File: config.mk
export PLATFORM = sky130hd
export DESIGN_NAME = tar_header_checker_core
export DESIGN_NICKNAME = d
export VERILOG_FILES = /design/src/sv/thc_pkg.sv /design/src/sv/thc_accum.sv /design/src/sv/tar_header_checker_core.sv
export SDC_FILE = /design/constraint.sdc
export NUM_CORES = 1
export LEC_CHECK = 0
export BUFFER_PORTS_ARGS = -buffer_cell sky130_fd_sc_hd__buf_2
export CAP_MARGIN = 20
export CORE_MARGIN = 2
export CORE_UTILIZATION = 45
export DETAILED_ROUTE_END_ITERATION = 10
export PLACE_DENSITY_LB_ADDON = 0.08
export SLEW_MARGIN = 20
export SYNTH_ARGS = -nofsm -noshare
export SYNTH_HDL_FRONTEND = slang
export SYNTH_SLANG_ARGS = --single-unit
File: constraint.sdc
create_clock -name clk -period 4.25 [get_ports clk]
set_input_delay 0.6375 -clock clk [delete_from_list [all_inputs] [get_ports clk]]
set_output_delay 0.6375 -clock clk [all_outputs]
set_load 0.01 [all_outputs]
File: src/sv/thc_pkg.sv
// Shared types, constants and the octal digit step for the tar header checker.
package thc_pkg;

	localparam int unsigned BlockLen = 512;
	localparam int unsigned PosW     = $clog2(BlockLen);

	localparam logic [PosW-1:0] SizeOff  = PosW'(124);
	localparam logic [PosW-1:0] SizeLast = PosW'(135);
	localparam logic [PosW-1:0] ChkOff   = PosW'(148);
	localparam logic [PosW-1:0] ChkLast  = PosW'(155);
	localparam logic [PosW-1:0] TypeOff  = PosW'(156);
	localparam logic [PosW-1:0] MagicOff = PosW'(257);
	localparam logic [PosW-1:0] MagicEnd = PosW'(261);
	localparam logic [PosW-1:0] LeadLast = PosW'(4);
	localparam logic [PosW-1:0] LastPos  = PosW'(BlockLen - 1);

	localparam logic [4:0][7:0] MagicText = {8'h72, 8'h61, 8'h74, 8'h73, 8'h75};

	typedef enum logic [2:0] {
		ST_GOOD       = 3'd0,
		ST_END_BLOCK  = 3'd1,
		ST_COMPRESSED = 3'd2,
		ST_NO_MAGIC   = 3'd3,
		ST_BAD_SUM    = 3'd4
	} status_t;

	typedef enum logic [2:0] {
		KIND_NONE  = 3'd0,
		KIND_GZIP  = 3'd1,
		KIND_BZIP2 = 3'd2,
		KIND_XZ    = 3'd3,
		KIND_ZSTD  = 3'd4,
		KIND_ZIP   = 3'd5
	} kind_t;

	typedef enum logic [1:0] {
		PH_SKIP   = 2'd0,
		PH_DIGITS = 2'd1,
		PH_DONE   = 2'd2
	} phase_t;

	typedef struct packed {
		logic [7:0] header_byte;
		logic       first_block;
	} hdr_t;

	typedef struct packed {
		status_t     status;
		kind_t       compressed_kind;
		logic [63:0] member_size;
		logic [7:0]  member_type;
	} res_t;

	typedef struct packed {
		phase_t      phase;
		logic [63:0] value;
	} octal_t;

	function automatic octal_t octal_step(phase_t phase, logic [63:0] v, logic [7:0] b);
		octal_t r;
		logic   digit;
		digit   = (b >= 8'h30) && (b <= 8'h37);
		r.phase = phase;
		r.value = v;
		case (phase)
			PH_SKIP: begin
				if (b == 8'h20 || b == 8'h00) begin
					r.phase = PH_SKIP;
				end else if (digit) begin
					r.phase = PH_DIGITS;
					r.value = {61'd0, b[2:0]};
				end else begin
					r.phase = PH_DONE;
				end
			end
			PH_DIGITS: begin
				if (digit) begin
					r.value = {v[60:0], b[2:0]};
				end else begin
					r.phase = PH_DONE;
				end
			end
			default: r.phase = phase;
		endcase
		return r;
	endfunction

endpackage

File: src/sv/thc_accum.sv
// Per-byte header state: position, sums, field parsing and the final verdict.
module thc_accum
	import thc_pkg::*;
(
	input  logic       clk,
	input  logic       arst_n,
	input  logic       step,
	input  hdr_t       hdr_s1,
	output logic       last,
	output res_t       res
);

	logic [PosW-1:0]    pos_q;
	logic [16:0]        usum_q, usum_d;
	logic signed [17:0] ssum_q, ssum_d;
	logic               zero_q, zero_d;
	logic               magic_q, magic_d;
	logic [4:0][7:0]    lead_q, lead_d;
	logic               first_q, first_d;
	logic [23:0]        chk_q, chk_d;
	phase_t             chk_ph_q, chk_ph_d;
	logic [63:0]        size_q, size_d;
	phase_t             size_ph_q, size_ph_d;
	logic               bin_q, bin_d;
	logic [7:0]         type_q, type_d;

	logic [7:0]      b;
	logic [7:0]      s;
	logic [PosW-1:0] moff;
	logic            in_chk;
	logic            in_size;
	octal_t          chk_o;
	octal_t          size_o;
	kind_t           kind;
	logic            sum_ok;

	assign b       = hdr_s1.header_byte;
	assign last    = (pos_q == LastPos);
	assign in_chk  = (pos_q >= ChkOff) && (pos_q <= ChkLast);
	assign in_size = (pos_q >= SizeOff) && (pos_q <= SizeLast);
	assign moff    = pos_q - MagicOff;
	assign s       = in_chk ? 8'h20 : b;
	assign chk_o   = octal_step(chk_ph_q, {40'd0, chk_q}, b);
	assign size_o  = octal_step(size_ph_q, size_q, b);

	always_comb begin
		usum_d    = usum_q + {9'd0, s};
		ssum_d    = ssum_q + {{10{s[7]}}, s};
		zero_d    = zero_q && (b == 8'h00);
		magic_d   = magic_q;
		lead_d    = lead_q;
		first_d   = first_q;
		chk_d     = chk_q;
		chk_ph_d  = chk_ph_q;
		size_d    = size_q;
		size_ph_d = size_ph_q;
		bin_d     = bin_q;
		type_d    = type_q;
		if (pos_q == '0) begin
			first_d = hdr_s1.first_block;
		end
		if (pos_q <= LeadLast) begin
			lead_d[pos_q[2:0]] = b;
		end
		if (pos_q >= MagicOff && pos_q <= MagicEnd && b != MagicText[moff[2:0]]) begin
			magic_d = 1'b0;
		end
		if (pos_q == TypeOff) begin
			type_d = b;
		end
		if (in_size) begin
			if (pos_q == SizeOff && b[7]) begin
				bin_d  = 1'b1;
				size_d = {57'd0, b[6:0]};
			end else if (bin_q) begin
				size_d = {size_q[55:0], b};
			end else begin
				size_d    = size_o.value;
				size_ph_d = size_o.phase;
			end
		end
		if (in_chk) begin
			chk_d    = chk_o.value[23:0];
			chk_ph_d = chk_o.phase;
		end
	end

	always_comb begin
		kind = KIND_NONE;
		if (first_d) begin
			if (lead_d[0] == 8'h1F && lead_d[1] == 8'h8B) begin
				kind = KIND_GZIP;
			end else if (lead_d[0] == 8'h42 && lead_d[1] == 8'h5A && lead_d[2] == 8'h68) begin
				kind = KIND_BZIP2;
			end else if (lead_d[0] == 8'hFD && lead_d[1] == 8'h37 && lead_d[2] == 8'h7A &&
			             lead_d[3] == 8'h58 && lead_d[4] == 8'h5A) begin
				kind = KIND_XZ;
			end else if (lead_d[0] == 8'h28 && lead_d[1] == 8'hB5 && lead_d[2] == 8'h2F &&
			             lead_d[3] == 8'hFD) begin
				kind = KIND_ZSTD;
			end else if (lead_d[0] == 8'h50 && lead_d[1] == 8'h4B) begin
				kind = KIND_ZIP;
			end
		end
	end

	assign sum_ok = (chk_d == {7'd0, usum_d}) ||
	                (!ssum_d[17] && chk_d == {6'd0, ssum_d});

	always_comb begin
		res.status          = ST_GOOD;
		res.compressed_kind = KIND_NONE;
		res.member_size     = size_d;
		res.member_type     = type_d;
		if (zero_d) begin
			res.status = ST_END_BLOCK;
		end else if (kind != KIND_NONE) begin
			res.status          = ST_COMPRESSED;
			res.compressed_kind = kind;
		end else if (!magic_d) begin
			res.status = ST_NO_MAGIC;
		end else if (!sum_ok) begin
			res.status = ST_BAD_SUM;
		end
	end

	always_ff @(posedge clk or negedge arst_n) begin
		if (!arst_n) begin
			pos_q     <= '0;
			usum_q    <= '0;
			ssum_q    <= '0;
			zero_q    <= 1'b1;
			magic_q   <= 1'b1;
			lead_q    <= '0;
			first_q   <= 1'b0;
			chk_q     <= '0;
			chk_ph_q  <= PH_SKIP;
			size_q    <= '0;
			size_ph_q <= PH_SKIP;
			bin_q     <= 1'b0;
			type_q    <= '0;
		end else if (step) begin
			if (last) begin
				pos_q     <= '0;
				usum_q    <= '0;
				ssum_q    <= '0;
				zero_q    <= 1'b1;
				magic_q   <= 1'b1;
				lead_q    <= '0;
				first_q   <= 1'b0;
				chk_q     <= '0;
				chk_ph_q  <= PH_SKIP;
				size_q    <= '0;
				size_ph_q <= PH_SKIP;
				bin_q     <= 1'b0;
				type_q    <= '0;
			end else begin
				pos_q     <= pos_q + 1'b1;
				usum_q    <= usum_d;
				ssum_q    <= ssum_d;
				zero_q    <= zero_d;
				magic_q   <= magic_d;
				lead_q    <= lead_d;
				first_q   <= first_d;
				chk_q     <= chk_d;
				chk_ph_q  <= chk_ph_d;
				size_q    <= size_d;
				size_ph_q <= size_ph_d;
				bin_q     <= bin_d;
				type_q    <= type_d;
			end
		end
	end

endmodule

File: src/sv/tar_header_checker_core.sv
// Top level of the tar header checker: input stage, header state and result register.
// Takes one header byte per cycle while the input stage is not stalled; bytes stream back to back, also across blocks.
// A result is registered when a block's byte 511 advances out of the input stage, one per 512 bytes.
// The input stage stalls only when the last byte meets a result register not yet taken.
// Reset clears position, sums and parse state; the block starts at byte 0 of a header.
module tar_header_checker_core
	import thc_pkg::*;
(
	input  logic clk,
	input  logic arst_n,
	input  logic hdr_valid,
	output logic hdr_ready,
	input  hdr_t hdr,
	output logic res_valid,
	input  logic res_ready,
	output res_t res
);

	logic valid_s1;
	hdr_t hdr_s1;
	logic adv_s1;
	logic last;
	res_t res_c;
	logic res_valid_q;
	res_t res_q;

	thc_accum u_accum (
		.clk    (clk),
		.arst_n (arst_n),
		.step   (adv_s1),
		.hdr_s1 (hdr_s1),
		.last   (last),
		.res    (res_c)
	);

	assign adv_s1    = valid_s1 && (!last || !res_valid_q || res_ready);
	assign hdr_ready = !valid_s1 || adv_s1;

	always_ff @(posedge clk or negedge arst_n) begin
		if (!arst_n) begin
			valid_s1 <= 1'b0;
		end else if (hdr_valid && hdr_ready) begin
			valid_s1 <= 1'b1;
		end else if (adv_s1) begin
			valid_s1 <= 1'b0;
		end
	end

	always_ff @(posedge clk) begin
		if (hdr_valid && hdr_ready) begin
			hdr_s1 <= hdr;
		end
	end

	always_ff @(posedge clk or negedge arst_n) begin
		if (!arst_n) begin
			res_valid_q <= 1'b0;
		end else if (adv_s1 && last) begin
			res_valid_q <= 1'b1;
		end else if (res_ready) begin
			res_valid_q <= 1'b0;
		end
	end

	always_ff @(posedge clk) begin
		if (adv_s1 && last) begin
			res_q <= res_c;
		end
	end

	assign res_valid = res_valid_q;
	assign res       = res_q;

endmodule

==> out/results.txt <==
outcome: finished clean
net switching power of the design: 3.69 mW
Reg-to-Reg Start: u_accum.pos_q[1]$_DFFE_PN0P_
residual antenna-violating net count after detailed routing: 0
most frequent cells in the layout: nand2_1, dfrtp_1, o21ai_0
number of hold-slack violations in the final timing report: 0
Worst-Margin Slew: 1.03 ns
Leakage: 7.93 nW
# DRC: 0
data required time of the worst path: 4.55 ns
switching share of power: 37.9%
total gr overflow: 0
number of synthesized flops with an enable pin: 87
warning count from the yosys run: 0
GPL Wtd Cong: 0.932
Max H-tree Level: 2
synthesized instance count: 1815
pin count of the biggest net entering global routing: 117
Worst EP arrival: 4.32 ns
quantity of I/O buffers inserted on ports: 92
number of primary I/O pins: 93
Die Y-Extent: 196 um
beginning of the critical path: u_accum.pos_q[1]$_DFFE_PN0P_
clock-pin transition on the worst setup and hold timing paths: 0.06 ns
post-detailed-placement half-perimeter wirelength: 34800 um
NumNets Final: 1911
total setup violations reported at the end of the flow: 0
max frequency: 248 MHz
Top FF cell, synth: dfrtp_1
DRT Wirelength: 52300 um
critical-path cell with the highest stage delay: dfrtp_2
post-cts hold buffer count: 0
die footprint: 38600 um^2
most frequent standard cell in the layout excluding fill and tap cells: nand2_1
share of power burned in combinational logic: 32.9%
clock latency reported for the late side of the worst-skew pair: 0.55 ns
vias in the first global route: 14200
Worst Hold Class: primary input to async pin
Slew headroom: 31.6%
pwr dens: 512 nW/um^2
period utilisation layout: 94.7%
Worst Skew: 0.0205 ns
peak per-stage delay on the critical path: 0.44 ns
cell-by-cell listing of the critical path: ha_4 > and4b_2 > nor4_4 > nor2_4 > ha_1 > nor2_1 > o311a_1 > o21a_1 > o211a_1 > a2111oi_1 > xor2_1 > nor4_1 > and4_1 > nand4_1 > o2111a_1
chip width: 196 um
share of layout cells above drive strength 1: 16.0%
first-pass GRT wire length: 82900 um
CTS tree: yes
first-pass iteration count of the detailed router: 5
clock network fraction of total power: 29.4%
number of buffers on the longest clock path: 3
Area growth, synth to finish: 14.2%
final critical path time including I/O delays and setup: 4.02 ns
Fin Setup TNS: 0 ns
initial DRC count: 1400
part of the Yosys area used for sequential elements: 44.3%
synthesized flop and latch total: 277
antenna violations before repair: 0
crit path launch type: register
crit path kind: register to register
Post-Syn Nets: 1843
clock net sink count: 277
Antenna diodes: 0
Inserted Clock Buffers: 35
wire length per cell: 22.0 um
largest voltage drop on the vdd net: 0.285 mV
number of fill cells: 3435
area of the placeable core: 36500 um^2
std cell rows: 70
ys async rst share: 68.6%
cell area after synthesis: 16700 um^2
clock root buffer: clkbuf_16
internal power: 6.05 mW
worst-path fanout max: 6
routed vias/inst: 6.23
kind of end point of the critical path: register
Max-Cap Viols: 0
Final Slew Violations: 0
Vias: 14800
total track usage: 27.3%
initial core utilization: 45.6%
Unique masters post-synth: 92
utilization of the core after routing: 52.1%
Avg Cell Area, Syn: 9.17 um^2
share of power burned in registers: 37.7%
==> power groups by stage <==
stage | clock network [mW] | logic, mW | registers [mW]
global placement | 0 | 3.12 | 3.69
global route | 3.03 | 3.53 | 3.74
finish | 2.86 | 3.21 | 3.67
floorplan | 0 | 2.61 | 3.31
CTS | 2.91 | 3.17 | 3.65
detailed placement | 0 | 3.15 | 3.70
==> cell usage after synthesis (5+ instances only) <==
| cell type | instances | area, um^2 |
|---|---|---|
| a211oi_1 | 5 | 37.5 |
| a21o_1 | 9 | 67.6 |
| a21oi_1 | 118 | 591 |
| a22o_1 | 138 | 1210 |
| a22oi_1 | 43 | 323 |
| a31oi_1 | 22 | 138 |
| a41oi_1 | 5 | 43.8 |
| and2_1 | 9 | 56.3 |
| and3_1 | 72 | 450 |
| buf_1 | 10 | 37.5 |
| buf_2 | 9 | 45.0 |
| clkbuf_1 | 131 | 492 |
| dfrtp_1 | 188 | 4700 |
| edfxtp_1 | 87 | 2610 |
| ha_1 | 15 | 188 |
| inv_1 | 32 | 120 |
| mux2_2 | 14 | 158 |
| mux2i_1 | 15 | 150 |
| nand2_1 | 224 | 841 |
| nand2b_1 | 8 | 50.1 |
| nand3_1 | 48 | 240 |
| nand3b_1 | 10 | 75.1 |
| nand4_1 | 20 | 125 |
| nand4b_1 | 7 | 61.3 |
| nor2_1 | 78 | 293 |
| nor2b_1 | 9 | 56.3 |
| nor3_1 | 41 | 205 |
| nor3b_1 | 8 | 60.1 |
| nor4_1 | 14 | 87.6 |
| o2111ai_1 | 6 | 52.6 |
| o211ai_1 | 9 | 67.6 |
| o21a_1 | 8 | 60.1 |
| o21ai_0 | 178 | 891 |
| o22ai_1 | 19 | 119 |
| o31ai_1 | 10 | 75.1 |
| o41ai_1 | 7 | 61.3 |
| or3_1 | 12 | 75.1 |
| or4_1 | 7 | 52.6 |
| xnor2_1 | 46 | 403 |
| xor2_1 | 26 | 228 |
==> layout make-up <==
cell class	instances	area, um^2	share of cell area, %
multi-input cells	1347	8630	45.4
flip-flops and latches	277	7380	38.8
repair buffers	189	1220	6.43
clock buffers	53	983	5.17
well taps	468	586	3.08
inverters	33	125	0.658
clock inverters	10	97.6	0.513
==> repair_timing <==
item / CTS / global route
endpoints found under the setup margin: 0 / 3
buffers inserted: 0 / 5
gates resized for setup: 0 / 5
==> worst paths after layout <==
check                                                 end  slack, ns  depth (start not counted)
min in group clk                      hdr_s1[6]$_DFFE_PP_       0.27                          1
hold / removal             u_accum.usum_q[11]$_DFFE_PN0P_       0.17                          1
hold reg to reg               u_accum.first_q$_DFFE_PN0P_       0.48                          2
setup reg to reg                    res[77]$_SDFFCE_PP0P_       0.23                         15
setup / recovery                    res[77]$_SDFFCE_PP0P_       0.23                         15
max in group asynchronous  u_accum.lead_q[27]$_DFFE_PN0P_       3.07                          2
==> sequential cells by signal, indices dropped and copies added (netlist names), 2 cells and up <==
register,flops
u_accum.chk_q,24
res,78
u_accum.type_q,8
u_accum.size_ph_q,2
u_accum.size_q,64
u_accum.ssum_q,18
u_accum.usum_q,17
u_accum.chk_ph_q,2
u_accum.pos_q,9
u_accum.lead_q,40
hdr_s1,9
==> logic make-up after synthesis <==
kind of cell | count (synthesis) | share of synthesized area, %
AOI/OAI and AO/OA | 637 | 26.2
muxes | 29 | 1.85
DFF | 277 | 44.3
buffers and inverters | 191 | 4.63
and+or+nand+nor | 589 | 17.7
adders and majority gates | 18 | 1.32
xor gates and xnor gates | 74 | 4.07
==> metrics by stage <==
step	hold slack [ns]	cell area, um^2	worst slack, ns	std cells	total power, mW
2_1_floorplan	0.342	16700	-0.0203	1815	5.93
3_3_place_gp	0.462	17900	0.161	2309	6.81
3_5_place_dp	0.470	17900	0.110	2309	6.85
4_1_cts	0.213	19000	0.0853	2372	9.73
5_1_grt	0.242	19000	-0.0152	2377	10.3
6_report	0.174	19000	0.225	2377	9.74
==> per-layer routing <==
metal	global-route usage (%)	wire (um)	part of all wire [%]	up-vias
li1	-	-	-	6935
met5	0	0	0	-
met2	43.4	24100	46	466
met3	4.04	3150	6.0	81
met4	6.17	961	1.8	0
met1	39.4	24000	46	7333
==> worst max-delay path, delay by kind of cell, from the launching register on <==
| kind | cells | cell delay, ns |
|---|---|---|
| AO/OA/AOI/OAI | 5 | 1.48 |
| XOR/XNOR | 1 | 0.13 |
| adder cells (fa/ha/maj) | 2 | 0.44 |
| flip-flops | 1 | 0.44 |
| AND/OR/NAND/NOR | 7 | 1.27 |
No activity file was read; power rests on OpenSTA's default activity.
